[src/rtl/mpi_pkg.sv]
// mpi_pkg: shared constants, types and helpers of the pixel iterator
// used by mpi_csr, mandelbrot_pixel_iterator_core and mpi_check
`default_nettype none

package mpi_pkg;

   // iteration limit and fixed-point format
   localparam int MAX_ITER  = 128;
   localparam int FRAC_BITS = 28;
   localparam int CNT_W     = $clog2(MAX_ITER + 1);
   localparam int WIDE_W    = 50;
   localparam int BLUE_MAX  = 255;

   // field widths
   localparam int PX_W     = 12;
   localparam int COORD_W  = 32;
   localparam int STEP_W   = 31;
   localparam int RED_W    = 8;
   localparam int COLOR_W  = 32;
   localparam int ITER_W   = 8;
   localparam int MUL_W    = 33;
   localparam int PROD_W   = 64;
   localparam int MAP_W    = PX_W + STEP_W;
   localparam int ADDR_W   = 5;
   localparam int DATA_W   = 32;
   localparam int REQ_W    = 24;
   localparam int RSP_W    = 40;

   // reset values of the configuration registers
   localparam logic signed [COORD_W-1:0] MIN_REAL_RST  = -32'sd669382196;
   localparam logic [STEP_W-1:0]         REAL_STEP_RST = 31'd918402;
   localparam logic signed [COORD_W-1:0] MAX_IMAG_RST  = 32'sd303821960;
   localparam logic [STEP_W-1:0]         IMAG_STEP_RST = 31'd699962;
   localparam logic [RED_W-1:0]          RED_LEVEL_RST = 8'd0;

   // register indexes (byte address / 4)
   typedef enum logic [2:0] {
      REG_MIN_REAL  = 3'd0,
      REG_REAL_STEP = 3'd1,
      REG_MAX_IMAG  = 3'd2,
      REG_IMAG_STEP = 3'd3,
      REG_RED_LEVEL = 3'd4
   } reg_index_type;

   // configuration seen by the datapath
   typedef struct packed {
      logic signed [COORD_W-1:0] min_real;
      logic [STEP_W-1:0]         real_step;
      logic signed [COORD_W-1:0] max_imag;
      logic [STEP_W-1:0]         imag_step;
      logic [RED_W-1:0]          red_level;
   } cfg_type;

   // clamp a wide signed value to the signed 32-bit range
   function automatic logic signed [COORD_W-1:0] sat32(input logic signed [WIDE_W-1:0] v);
      logic signed [WIDE_W-1:0] hi;
      logic signed [WIDE_W-1:0] lo;
      hi = WIDE_W'(32'sh7fffffff);
      lo = -hi - WIDE_W'(1);
      if (v > hi) begin
         return COORD_W'(hi);
      end else if (v < lo) begin
         return COORD_W'(lo);
      end
      return COORD_W'(v);
   endfunction

endpackage

`default_nettype wire

[src/rtl/mandelbrot_pixel_iterator_core.sv]
// mandelbrot_pixel_iterator_core: escape-time iterator for one pixel at a time
// depends on mpi_pkg and mpi_csr
//
//  channel | dir | handshake              | payload
//  req     | in  | req_tvalid/req_tready  | px, py
//  rsp     | out | rsp_tvalid/rsp_tready  | pixel_color, iter_count
//  csr     | in  | psel/penable/pwrite    | 5 registers at byte address 4*i
//
// the block is ready again in the cycle after the hand-off; the single 33x33
// multiplier serves the mapping and all three products of each iteration,
// which steps through ST_SQ_RE, ST_SQ_IM, ST_CROSS and ST_UPDATE.
// reset is synchronous and clears the sequencer and the output valid.
// a result waiting in the output register does not block a new item; only the
// hand-off of the next result waits for the output register to drain.
`default_nettype none

module mandelbrot_pixel_iterator_core (
   input  wire logic                        clock,
   input  wire logic                        reset,
   // input items; tdata = {py, px}, px in bits 11:0, py in bits 23:12
   input  wire logic                        req_tvalid,
   output logic                             req_tready,
   input  wire logic [mpi_pkg::REQ_W-1:0]   req_tdata,
   // result items; tdata = {iter_count, pixel_color}, colour in 31:0, count in 39:32
   output logic                             rsp_tvalid,
   input  wire logic                        rsp_tready,
   output logic      [mpi_pkg::RSP_W-1:0]   rsp_tdata,
   // configuration port
   input  wire logic                        csr_psel,
   input  wire logic                        csr_penable,
   input  wire logic                        csr_pwrite,
   input  wire logic [mpi_pkg::ADDR_W-1:0]  csr_paddr,
   input  wire logic [mpi_pkg::DATA_W-1:0]  csr_pwdata,
   output logic      [mpi_pkg::DATA_W-1:0]  csr_prdata,
   output logic                             csr_pready
);

   typedef enum logic [8:0] {
      ST_IDLE   = 9'b000000001,
      ST_MAP_X  = 9'b000000010,
      ST_MAP_Y  = 9'b000000100,
      ST_MAP_C  = 9'b000001000,
      ST_SQ_RE  = 9'b000010000,
      ST_SQ_IM  = 9'b000100000,
      ST_CROSS  = 9'b001000000,
      ST_UPDATE = 9'b010000000,
      ST_DRAIN  = 9'b100000000
   } state_type;

   localparam int CW = mpi_pkg::COORD_W;
   localparam int FB = mpi_pkg::FRAC_BITS;
   localparam int WW = mpi_pkg::WIDE_W;
   localparam int NW = mpi_pkg::CNT_W;

   mpi_pkg::cfg_type cfg;

   state_type                          state_ff, state_in;
   logic [mpi_pkg::PX_W-1:0]           px_ff, px_in, py_ff, py_in;
   logic signed [CW-1:0]               cr_ff, cr_in, ci_ff, ci_in;
   logic signed [CW-1:0]               zr_ff, zr_in, zi_ff, zi_in;
   logic signed [mpi_pkg::PROD_W-1:0]  prod_ff, prod_in, acc_ff, acc_in;
   logic                               esc_ff, esc_in;
   logic [NW-1:0]                      n_ff, n_in;
   logic                               rsp_valid_ff, rsp_valid_in;
   logic [mpi_pkg::COLOR_W-1:0]        color_ff, color_in;
   logic [mpi_pkg::ITER_W-1:0]         iter_ff, iter_in;

   logic signed [mpi_pkg::MUL_W-1:0]   mul_a, mul_b;
   logic signed [2*mpi_pkg::MUL_W-1:0] mul_full;
   logic [mpi_pkg::MAP_W-1:0]          map_prod;
   logic [mpi_pkg::PROD_W:0]           mag_sum;
   logic signed [mpi_pkg::PROD_W-FB-1:0] re_shift;
   logic signed [mpi_pkg::PROD_W-FB:0] im_shift;
   logic signed [CW-1:0]               nr, ni;
   logic [NW+7:0]                      blue_num;
   logic [7:0]                         blue;
   logic                               out_free;

   mpi_csr u_csr (
      .clock   (clock),
      .reset   (reset),
      .psel    (csr_psel),
      .penable (csr_penable),
      .pwrite  (csr_pwrite),
      .paddr   (csr_paddr),
      .pwdata  (csr_pwdata),
      .prdata  (csr_prdata),
      .pready  (csr_pready),
      .cfg     (cfg)
   );

   // shared multiplier operand select
   always_comb begin
      mul_a = '0;
      mul_b = '0;
      case (state_ff)
         ST_MAP_X: begin
            mul_a = mpi_pkg::MUL_W'(px_ff);
            mul_b = mpi_pkg::MUL_W'(cfg.real_step);
         end
         ST_MAP_Y: begin
            mul_a = mpi_pkg::MUL_W'(py_ff);
            mul_b = mpi_pkg::MUL_W'(cfg.imag_step);
         end
         ST_SQ_RE: begin
            mul_a = mpi_pkg::MUL_W'(zr_ff);
            mul_b = mpi_pkg::MUL_W'(zr_ff);
         end
         ST_SQ_IM: begin
            mul_a = mpi_pkg::MUL_W'(zi_ff);
            mul_b = mpi_pkg::MUL_W'(zi_ff);
         end
         ST_CROSS: begin
            mul_a = mpi_pkg::MUL_W'(zr_ff);
            mul_b = mpi_pkg::MUL_W'(zi_ff);
         end
         default: begin
            mul_a = '0;
            mul_b = '0;
         end
      endcase
   end

   assign mul_full = mul_a * mul_b;
   assign prod_in  = mul_full[mpi_pkg::PROD_W-1:0];
   assign map_prod = prod_ff[mpi_pkg::MAP_W-1:0];

   // escape test: |z|^2 > 4 in the squared fixed-point scale
   assign mag_sum = {1'b0, acc_ff} + {1'b0, prod_ff};

   // next z from the stored products, floored and clamped
   assign re_shift = acc_ff[mpi_pkg::PROD_W-1:FB];
   assign im_shift = prod_ff[mpi_pkg::PROD_W-1:FB-1];
   assign nr = mpi_pkg::sat32(WW'(re_shift) + WW'(cr_ff));
   assign ni = mpi_pkg::sat32(WW'(im_shift) + WW'(ci_ff));

   // blue channel from the iteration count
   assign blue_num = (NW + 8)'(n_ff) * (NW + 8)'(mpi_pkg::BLUE_MAX);
   assign blue     = 8'(blue_num / mpi_pkg::MAX_ITER);
   assign out_free = !rsp_valid_ff || rsp_tready;

   // sequencer and datapath next state
   always_comb begin
      state_in     = state_ff;
      px_in        = px_ff;
      py_in        = py_ff;
      cr_in        = cr_ff;
      ci_in        = ci_ff;
      zr_in        = zr_ff;
      zi_in        = zi_ff;
      acc_in       = acc_ff;
      esc_in       = esc_ff;
      n_in         = n_ff;
      color_in     = color_ff;
      iter_in      = iter_ff;
      rsp_valid_in = rsp_valid_ff && !rsp_tready;
      unique case (state_ff)
         ST_IDLE: begin
            if (req_tvalid) begin
               px_in    = req_tdata[mpi_pkg::PX_W-1:0];
               py_in    = req_tdata[2*mpi_pkg::PX_W-1:mpi_pkg::PX_W];
               n_in     = '0;
               state_in = ST_MAP_X;
            end
         end
         ST_MAP_X: state_in = ST_MAP_Y;
         ST_MAP_Y: begin
            cr_in    = mpi_pkg::sat32(WW'(cfg.min_real) + WW'(map_prod));
            state_in = ST_MAP_C;
         end
         ST_MAP_C: begin
            ci_in    = mpi_pkg::sat32(WW'(cfg.max_imag) - WW'(map_prod));
            zi_in    = ci_in;
            zr_in    = cr_ff;
            state_in = ST_SQ_RE;
         end
         ST_SQ_RE: state_in = ST_SQ_IM;
         ST_SQ_IM: begin
            acc_in   = prod_ff;
            state_in = ST_CROSS;
         end
         ST_CROSS: begin
            esc_in   = mag_sum > ((mpi_pkg::PROD_W + 1)'(1) << (2 * FB + 2));
            acc_in   = acc_ff - prod_ff;
            state_in = ST_UPDATE;
         end
         ST_UPDATE: begin
            if (esc_ff) begin
               state_in = ST_DRAIN;
            end else begin
               zr_in = nr;
               zi_in = ni;
               n_in  = n_ff + NW'(1);
               if (n_in == NW'(mpi_pkg::MAX_ITER)) begin
                  state_in = ST_DRAIN;
               end else begin
                  state_in = ST_SQ_RE;
               end
            end
         end
         ST_DRAIN: begin
            if (out_free) begin
               rsp_valid_in = 1'b1;
               iter_in      = mpi_pkg::ITER_W'(n_ff);
               if (n_ff < NW'(mpi_pkg::MAX_ITER)) begin
                  color_in = {8'd0, cfg.red_level, blue, 8'hff};
               end else begin
                  color_in = '0;
               end
               state_in = ST_IDLE;
            end
         end
         default: state_in = ST_IDLE;
      endcase
   end

   // control registers
   always_ff @(posedge clock) begin
      if (reset) begin
         state_ff     <= ST_IDLE;
         rsp_valid_ff <= 1'b0;
      end else begin
         state_ff     <= state_in;
         rsp_valid_ff <= rsp_valid_in;
      end
   end

   // payload registers
   always_ff @(posedge clock) begin
      px_ff    <= px_in;
      py_ff    <= py_in;
      cr_ff    <= cr_in;
      ci_ff    <= ci_in;
      zr_ff    <= zr_in;
      zi_ff    <= zi_in;
      prod_ff  <= prod_in;
      acc_ff   <= acc_in;
      esc_ff   <= esc_in;
      n_ff     <= n_in;
      color_ff <= color_in;
      iter_ff  <= iter_in;
   end

   // no item is taken while reset is held
   assign req_tready = (state_ff == ST_IDLE) && !reset;
   assign rsp_tvalid = rsp_valid_ff;
   assign rsp_tdata  = {iter_ff, color_ff};

endmodule

`default_nettype wire

[src/rtl/mpi_csr.sv]
// mpi_csr: configuration register file behind the bus port
// depends on mpi_pkg for register indexes, reset values and cfg_type
`default_nettype none

module mpi_csr (
   input  wire logic                         clock,
   input  wire logic                         reset,
   input  wire logic                         psel,
   input  wire logic                         penable,
   input  wire logic                         pwrite,
   input  wire logic [mpi_pkg::ADDR_W-1:0]   paddr,
   input  wire logic [mpi_pkg::DATA_W-1:0]   pwdata,
   output logic      [mpi_pkg::DATA_W-1:0]   prdata,
   output logic                              pready,
   output mpi_pkg::cfg_type                  cfg
);

   mpi_pkg::cfg_type      cfg_ff;
   mpi_pkg::cfg_type      cfg_in;
   mpi_pkg::reg_index_type idx;
   logic                  wr_en;

   assign pready = 1'b1;
   assign idx    = mpi_pkg::reg_index_type'(paddr[mpi_pkg::ADDR_W-1:2]);
   assign wr_en  = psel && penable && pwrite;

   // register write decode
   always_comb begin
      cfg_in = cfg_ff;
      if (wr_en) begin
         unique case (idx)
            mpi_pkg::REG_MIN_REAL:  cfg_in.min_real  = pwdata;
            mpi_pkg::REG_REAL_STEP: cfg_in.real_step = pwdata[mpi_pkg::STEP_W-1:0];
            mpi_pkg::REG_MAX_IMAG:  cfg_in.max_imag  = pwdata;
            mpi_pkg::REG_IMAG_STEP: cfg_in.imag_step = pwdata[mpi_pkg::STEP_W-1:0];
            mpi_pkg::REG_RED_LEVEL: cfg_in.red_level = pwdata[mpi_pkg::RED_W-1:0];
            default: cfg_in = cfg_ff;
         endcase
      end
   end

   always_ff @(posedge clock) begin
      if (reset) begin
         cfg_ff.min_real  <= mpi_pkg::MIN_REAL_RST;
         cfg_ff.real_step <= mpi_pkg::REAL_STEP_RST;
         cfg_ff.max_imag  <= mpi_pkg::MAX_IMAG_RST;
         cfg_ff.imag_step <= mpi_pkg::IMAG_STEP_RST;
         cfg_ff.red_level <= mpi_pkg::RED_LEVEL_RST;
      end else begin
         cfg_ff <= cfg_in;
      end
   end

   // read-back mux
   always_comb begin
      unique case (idx)
         mpi_pkg::REG_MIN_REAL:  prdata = cfg_ff.min_real;
         mpi_pkg::REG_REAL_STEP: prdata = mpi_pkg::DATA_W'(cfg_ff.real_step);
         mpi_pkg::REG_MAX_IMAG:  prdata = cfg_ff.max_imag;
         mpi_pkg::REG_IMAG_STEP: prdata = mpi_pkg::DATA_W'(cfg_ff.imag_step);
         mpi_pkg::REG_RED_LEVEL: prdata = mpi_pkg::DATA_W'(cfg_ff.red_level);
         default: prdata = '0;
      endcase
   end

   assign cfg = cfg_ff;

endmodule

`default_nettype wire

[config.mk]
export PLATFORM = sky130hd
export DESIGN_NAME = mandelbrot_pixel_iterator_core
export DESIGN_NICKNAME = d
export VERILOG_FILES = /design/src/rtl/mpi_pkg.sv /design/src/rtl/mandelbrot_pixel_iterator_core.sv /design/src/rtl/mpi_csr.sv
export SDC_FILE = /design/constraint.sdc
export NUM_CORES = 2
export LEC_CHECK = 0
export BUFFER_PORTS_ARGS = -buffer_cell sky130_fd_sc_hd__buf_4
export CORE_ASPECT_RATIO = 0.6
export CORE_MARGIN = 4
export CORE_UTILIZATION = 47
export CTS_CLUSTER_SIZE = 20
export DETAILED_ROUTE_END_ITERATION = 8
export HOLD_SLACK_MARGIN = 0.03
export SYNTH_ARGS = -nofsm -noshare
export SYNTH_HDL_FRONTEND = slang
export SYNTH_SLANG_ARGS = --single-unit
[constraint.sdc]
create_clock -name clock -period 15.3 [get_ports clock]
set_input_delay 0.765 -clock clock [delete_from_list [all_inputs] [get_ports clock]]
set_output_delay 0.765 -clock clock [all_outputs]
set_load 0.005 [all_outputs]
==> flow_summary.toml <==
[pwr]
leakage_nw = 35.64
power_density_nw_per_um2 = 43.41
irDropWorstVdd_mv = 0.09128
p_total_w = 0.003384

[synth]
synthCells = 8487
synth_fa_ha_area_share_pct = 40.36
async_flop_share_pct = 0
synth_most_common_cell = "nand2_1"
synth_xor_area_share_pct = 3.524
ys_ff_latch = 458
synth_edf_count = 250
yosysWarnings = 0
synth_top_family_by_area = "adder cells"
synth_compound_area_share_pct = 13.48
avgSynthCellArea_um2 = 8.610
synth_top_area_cell = "fa_1"
ys_top_cells_by_count = "1286 x nand2_1, 1266 x inv_1, 1140 x fa_1"
synth_top_area_share_pct = 31.23
synth-simple-area-share_pct = 16.66
synth.area.mux_share_pct = 1.106
syn_area_um2 = 73070
synth_flop_cell = "edfxtp_1"
ys_types = 109
ys_top_cells_by_area = "fa_1 31%, edfxtp_1 10%, ha_1 9.1%"
ys_seq_area_share_pct = 15.97

[global_route]
overflow = 0
grt_pass1_vias = 60820
groute.usage.overall_pct = 33.90
antenna_found_initial = 25
grt_pass1_wl_um = 407300
grt_max_degree = 85

[timing]
setup-violations-final = 0
fin_crit_sh_pct = 79.65
tightestPinTransition_ns = 1.561
max_slew_margin_pct = -4.855
period_minus_slack_ns = 12.19
slew_viol_final = 2
hold_viol = 0
clock_skew_ns = 0.08086
fmax_ghz = 0.08206
rsz0062_at_grt = "no"
finalSetupTns_ns = 0

[clocking]
h-tree-depth = 2
clk_path_buf_depth = 3
cts.sinks = 458
cts_root_buf = "clkbuf_16"
cts_resized = 0
clk_pin_slew_ns = 0.06
numCtsBuffers = 51
cts-hold-fix-buffers = 0
clk_latency_ns = 0.72
postCtsSetupBuffers = 0
cts_tree = "yes"

[floorplan]
die_y_um = 313.4
pin_count = 143
num_rows = 111
initial_core_util_pct = 47.57
die_area_um2 = 162100
placeableCoreArea_um2 = 153600
die_w_um = 517.0

[placement]
dp_hpwl_um = 226100
finalWeightedCongestion = 1.088
port_buffers = 131

[setup_path]
worstPathRequired_ns = 15.85
cp-start-kind = "flop"
ff2ff_path_depth = 37
r2r_end = "prod_ff[63]$_DFF_P_"
path_class = "reg2reg"
crit_family = "adder cells"
critPathLaunch = "state_ff[8]$_SDFFE_PP0P_"
cp_common_cell = "fa_1"
crit_end = "prod_ff[63]$_DFF_P_"
critPathMaxStageDelay_ns = 0.92
worstPathMaxFanout = 36
critical_path_depth = 37
timing.critical_path.buf_inv = 9
cpMaxStageDelayCell = "o31ai_1"
worstReg2RegStart = "state_ff[8]$_SDFFE_PP0P_"
critPathCaptureType = "flop"
r2r_slack_ns = 3.11
cp.arrival_ns = 12.73

[worst_hold_path]
hold_class = "in2reg"
holdPathStages = 1

[final_layout]
fillerInstances = 14550
synthToLayoutAreaGrowth_pct = 6.674
nNetsFinal = 10150
drive_above_1_share_pct = 5.737
post-route-util_pct = 50.75

[run_status]
violations = "capacitance limit, slew limit"
outcome = "complete, but fails checks"

[route]
drt_iter0_drc = 7517
wl_per_cell_um = 26.32
vias = 63190
postRouteWirelength_um = 276200
antenna_left = 0
drtPass1Iterations = 8
route.detailed.drc = 0
vias_per_cell = 6.020

[job]
maxCapViolCount = 2
cell usage in the layout, fill, tap and decap left out, types with 53 or more instances in the layout:
master / instances
xor2_1: 80
nor2_1: 851
dfxtp_1: 208
edfxtp_1: 250
fa_1: 1139
buf_4: 285
nand3_1: 67
o21a_1: 53
clkbuf_16: 55
nand2_1: 1282
inv_1: 1266
a21o_1: 143
nor2b_1: 88
o21ai_0: 287
nor3_1: 68
ha_1: 533
o21bai_1: 56
a21oi_1: 529
xnor2_1: 214
nand4_1: 75
nand3b_1: 53
flip-flops by register name (all words and copies together) (netlist names):
name and flops:
u_csr.cfg 134, acc_ff 64, prod_ff 64, ci_ff 32, cr_ff 32, zi_ff 32
zr_ff 32, color_ff 17, px_ff 12, py_ff 12, state_ff 9, iter_ff 8
n_ff 8, esc_ff 1, rsp_tvalid 1
power by group:
group | leakage [nW] | internal (W) | switching [W]
Combinational | 30.9 | 0.000280 | 0.000429
Clock | 0.854 | 0.000707 | 0.000607
Sequential | 3.90 | 0.00134 | 0.0000207
Total | 35.6 | 0.00233 | 0.00106
metrics by stage:
step / cells / area (um2) / worst slack [ns] / hold slack, ns
final: 10500 / 77950 / 3.114 / 0.2335
after global routing: 10490 / 77930 / 2.430 / 0.2065
after CTS: 10490 / 77930 / 3.329 / 0.1931
after detailed placement: 10390 / 76190 / 3.446 / 0.4463
after global placement: 10390 / 76180 / 3.519 / 0.4413
after floorplan: 8494 / 73100 / 3.639 / 0.4363
cells by family (layout without fill, tap and decap cells):
| family | count (synthesis) | in the layout |
|---|---|---|
| adders and majority gates | 1673 | 1673 |
| muxes | 51 | 51 |
| other | 2 | 18 |
| buffers and inverters | 1692 | 1652 |
| DFF | 458 | 458 |
| and+or+nand+nor | 2780 | 2780 |
| AOI/OAI and AO/OA | 1537 | 1537 |
| xor gates and xnor gates | 294 | 294 |
how the worst min path moves through the flow:
stage	start	endpoint	slack (ns)
2_1_floorplan	u_csr.cfg[39]$_SDFFE_PP0P_	u_csr.cfg[39]$_SDFFE_PP0P_	0.44
3_3_place_gp	u_csr.cfg[39]$_SDFFE_PP0P_	u_csr.cfg[39]$_SDFFE_PP0P_	0.44
3_5_place_dp	u_csr.cfg[39]$_SDFFE_PP0P_	u_csr.cfg[39]$_SDFFE_PP0P_	0.45
4_1_cts	req_tdata[20]	py_ff[8]$_DFFE_PP_	0.19
5_1_grt	req_tdata[13]	py_ff[1]$_DFFE_PP_	0.21
6_report	req_tdata[13]	py_ff[1]$_DFFE_PP_	0.23
final cells by class:
cell class | instances | area [um2] | area share, %
Multi-Input combinational cell | 6344 | 55060 | 70.63
Antenna cell | 9 | 22.52 | 0.02889
Timing Repair Buffer | 285 | 2140 | 2.745
Sequential cell | 458 | 11670 | 14.97
Clock inverter | 24 | 269.0 | 0.3451
Clock buffer | 72 | 1473 | 1.889
Tap cell | 2034 | 2545 | 3.265
Inverter | 1271 | 4771 | 6.120
worst register-to-register path, delay by kind of cell, from the launching register on:
family / cells / cell delay (ns)
adder cells (fa/ha/maj): 9 / 4.23
AO/OA/AOI/OAI: 11 / 3.32
AND/OR/NAND/NOR: 7 / 2.12
buffers and inverters: 9 / 1.95
flip-flops: 1 / 0.34
XOR/XNOR: 1 / 0.08
per-layer routing:
metal  up-vias  global-route usage, %  share of wire [%]  wire (um)
met4        18                  8.769                3.1       8539
met2      3617                  43.01                 37     102200
li1      27470                      -                  -          -
met3       452                  14.37                 15      42730
met5         -                  1.102               0.12        334
met1     31640                  51.73                 44     122500
(Power assumes the default switching activity.)
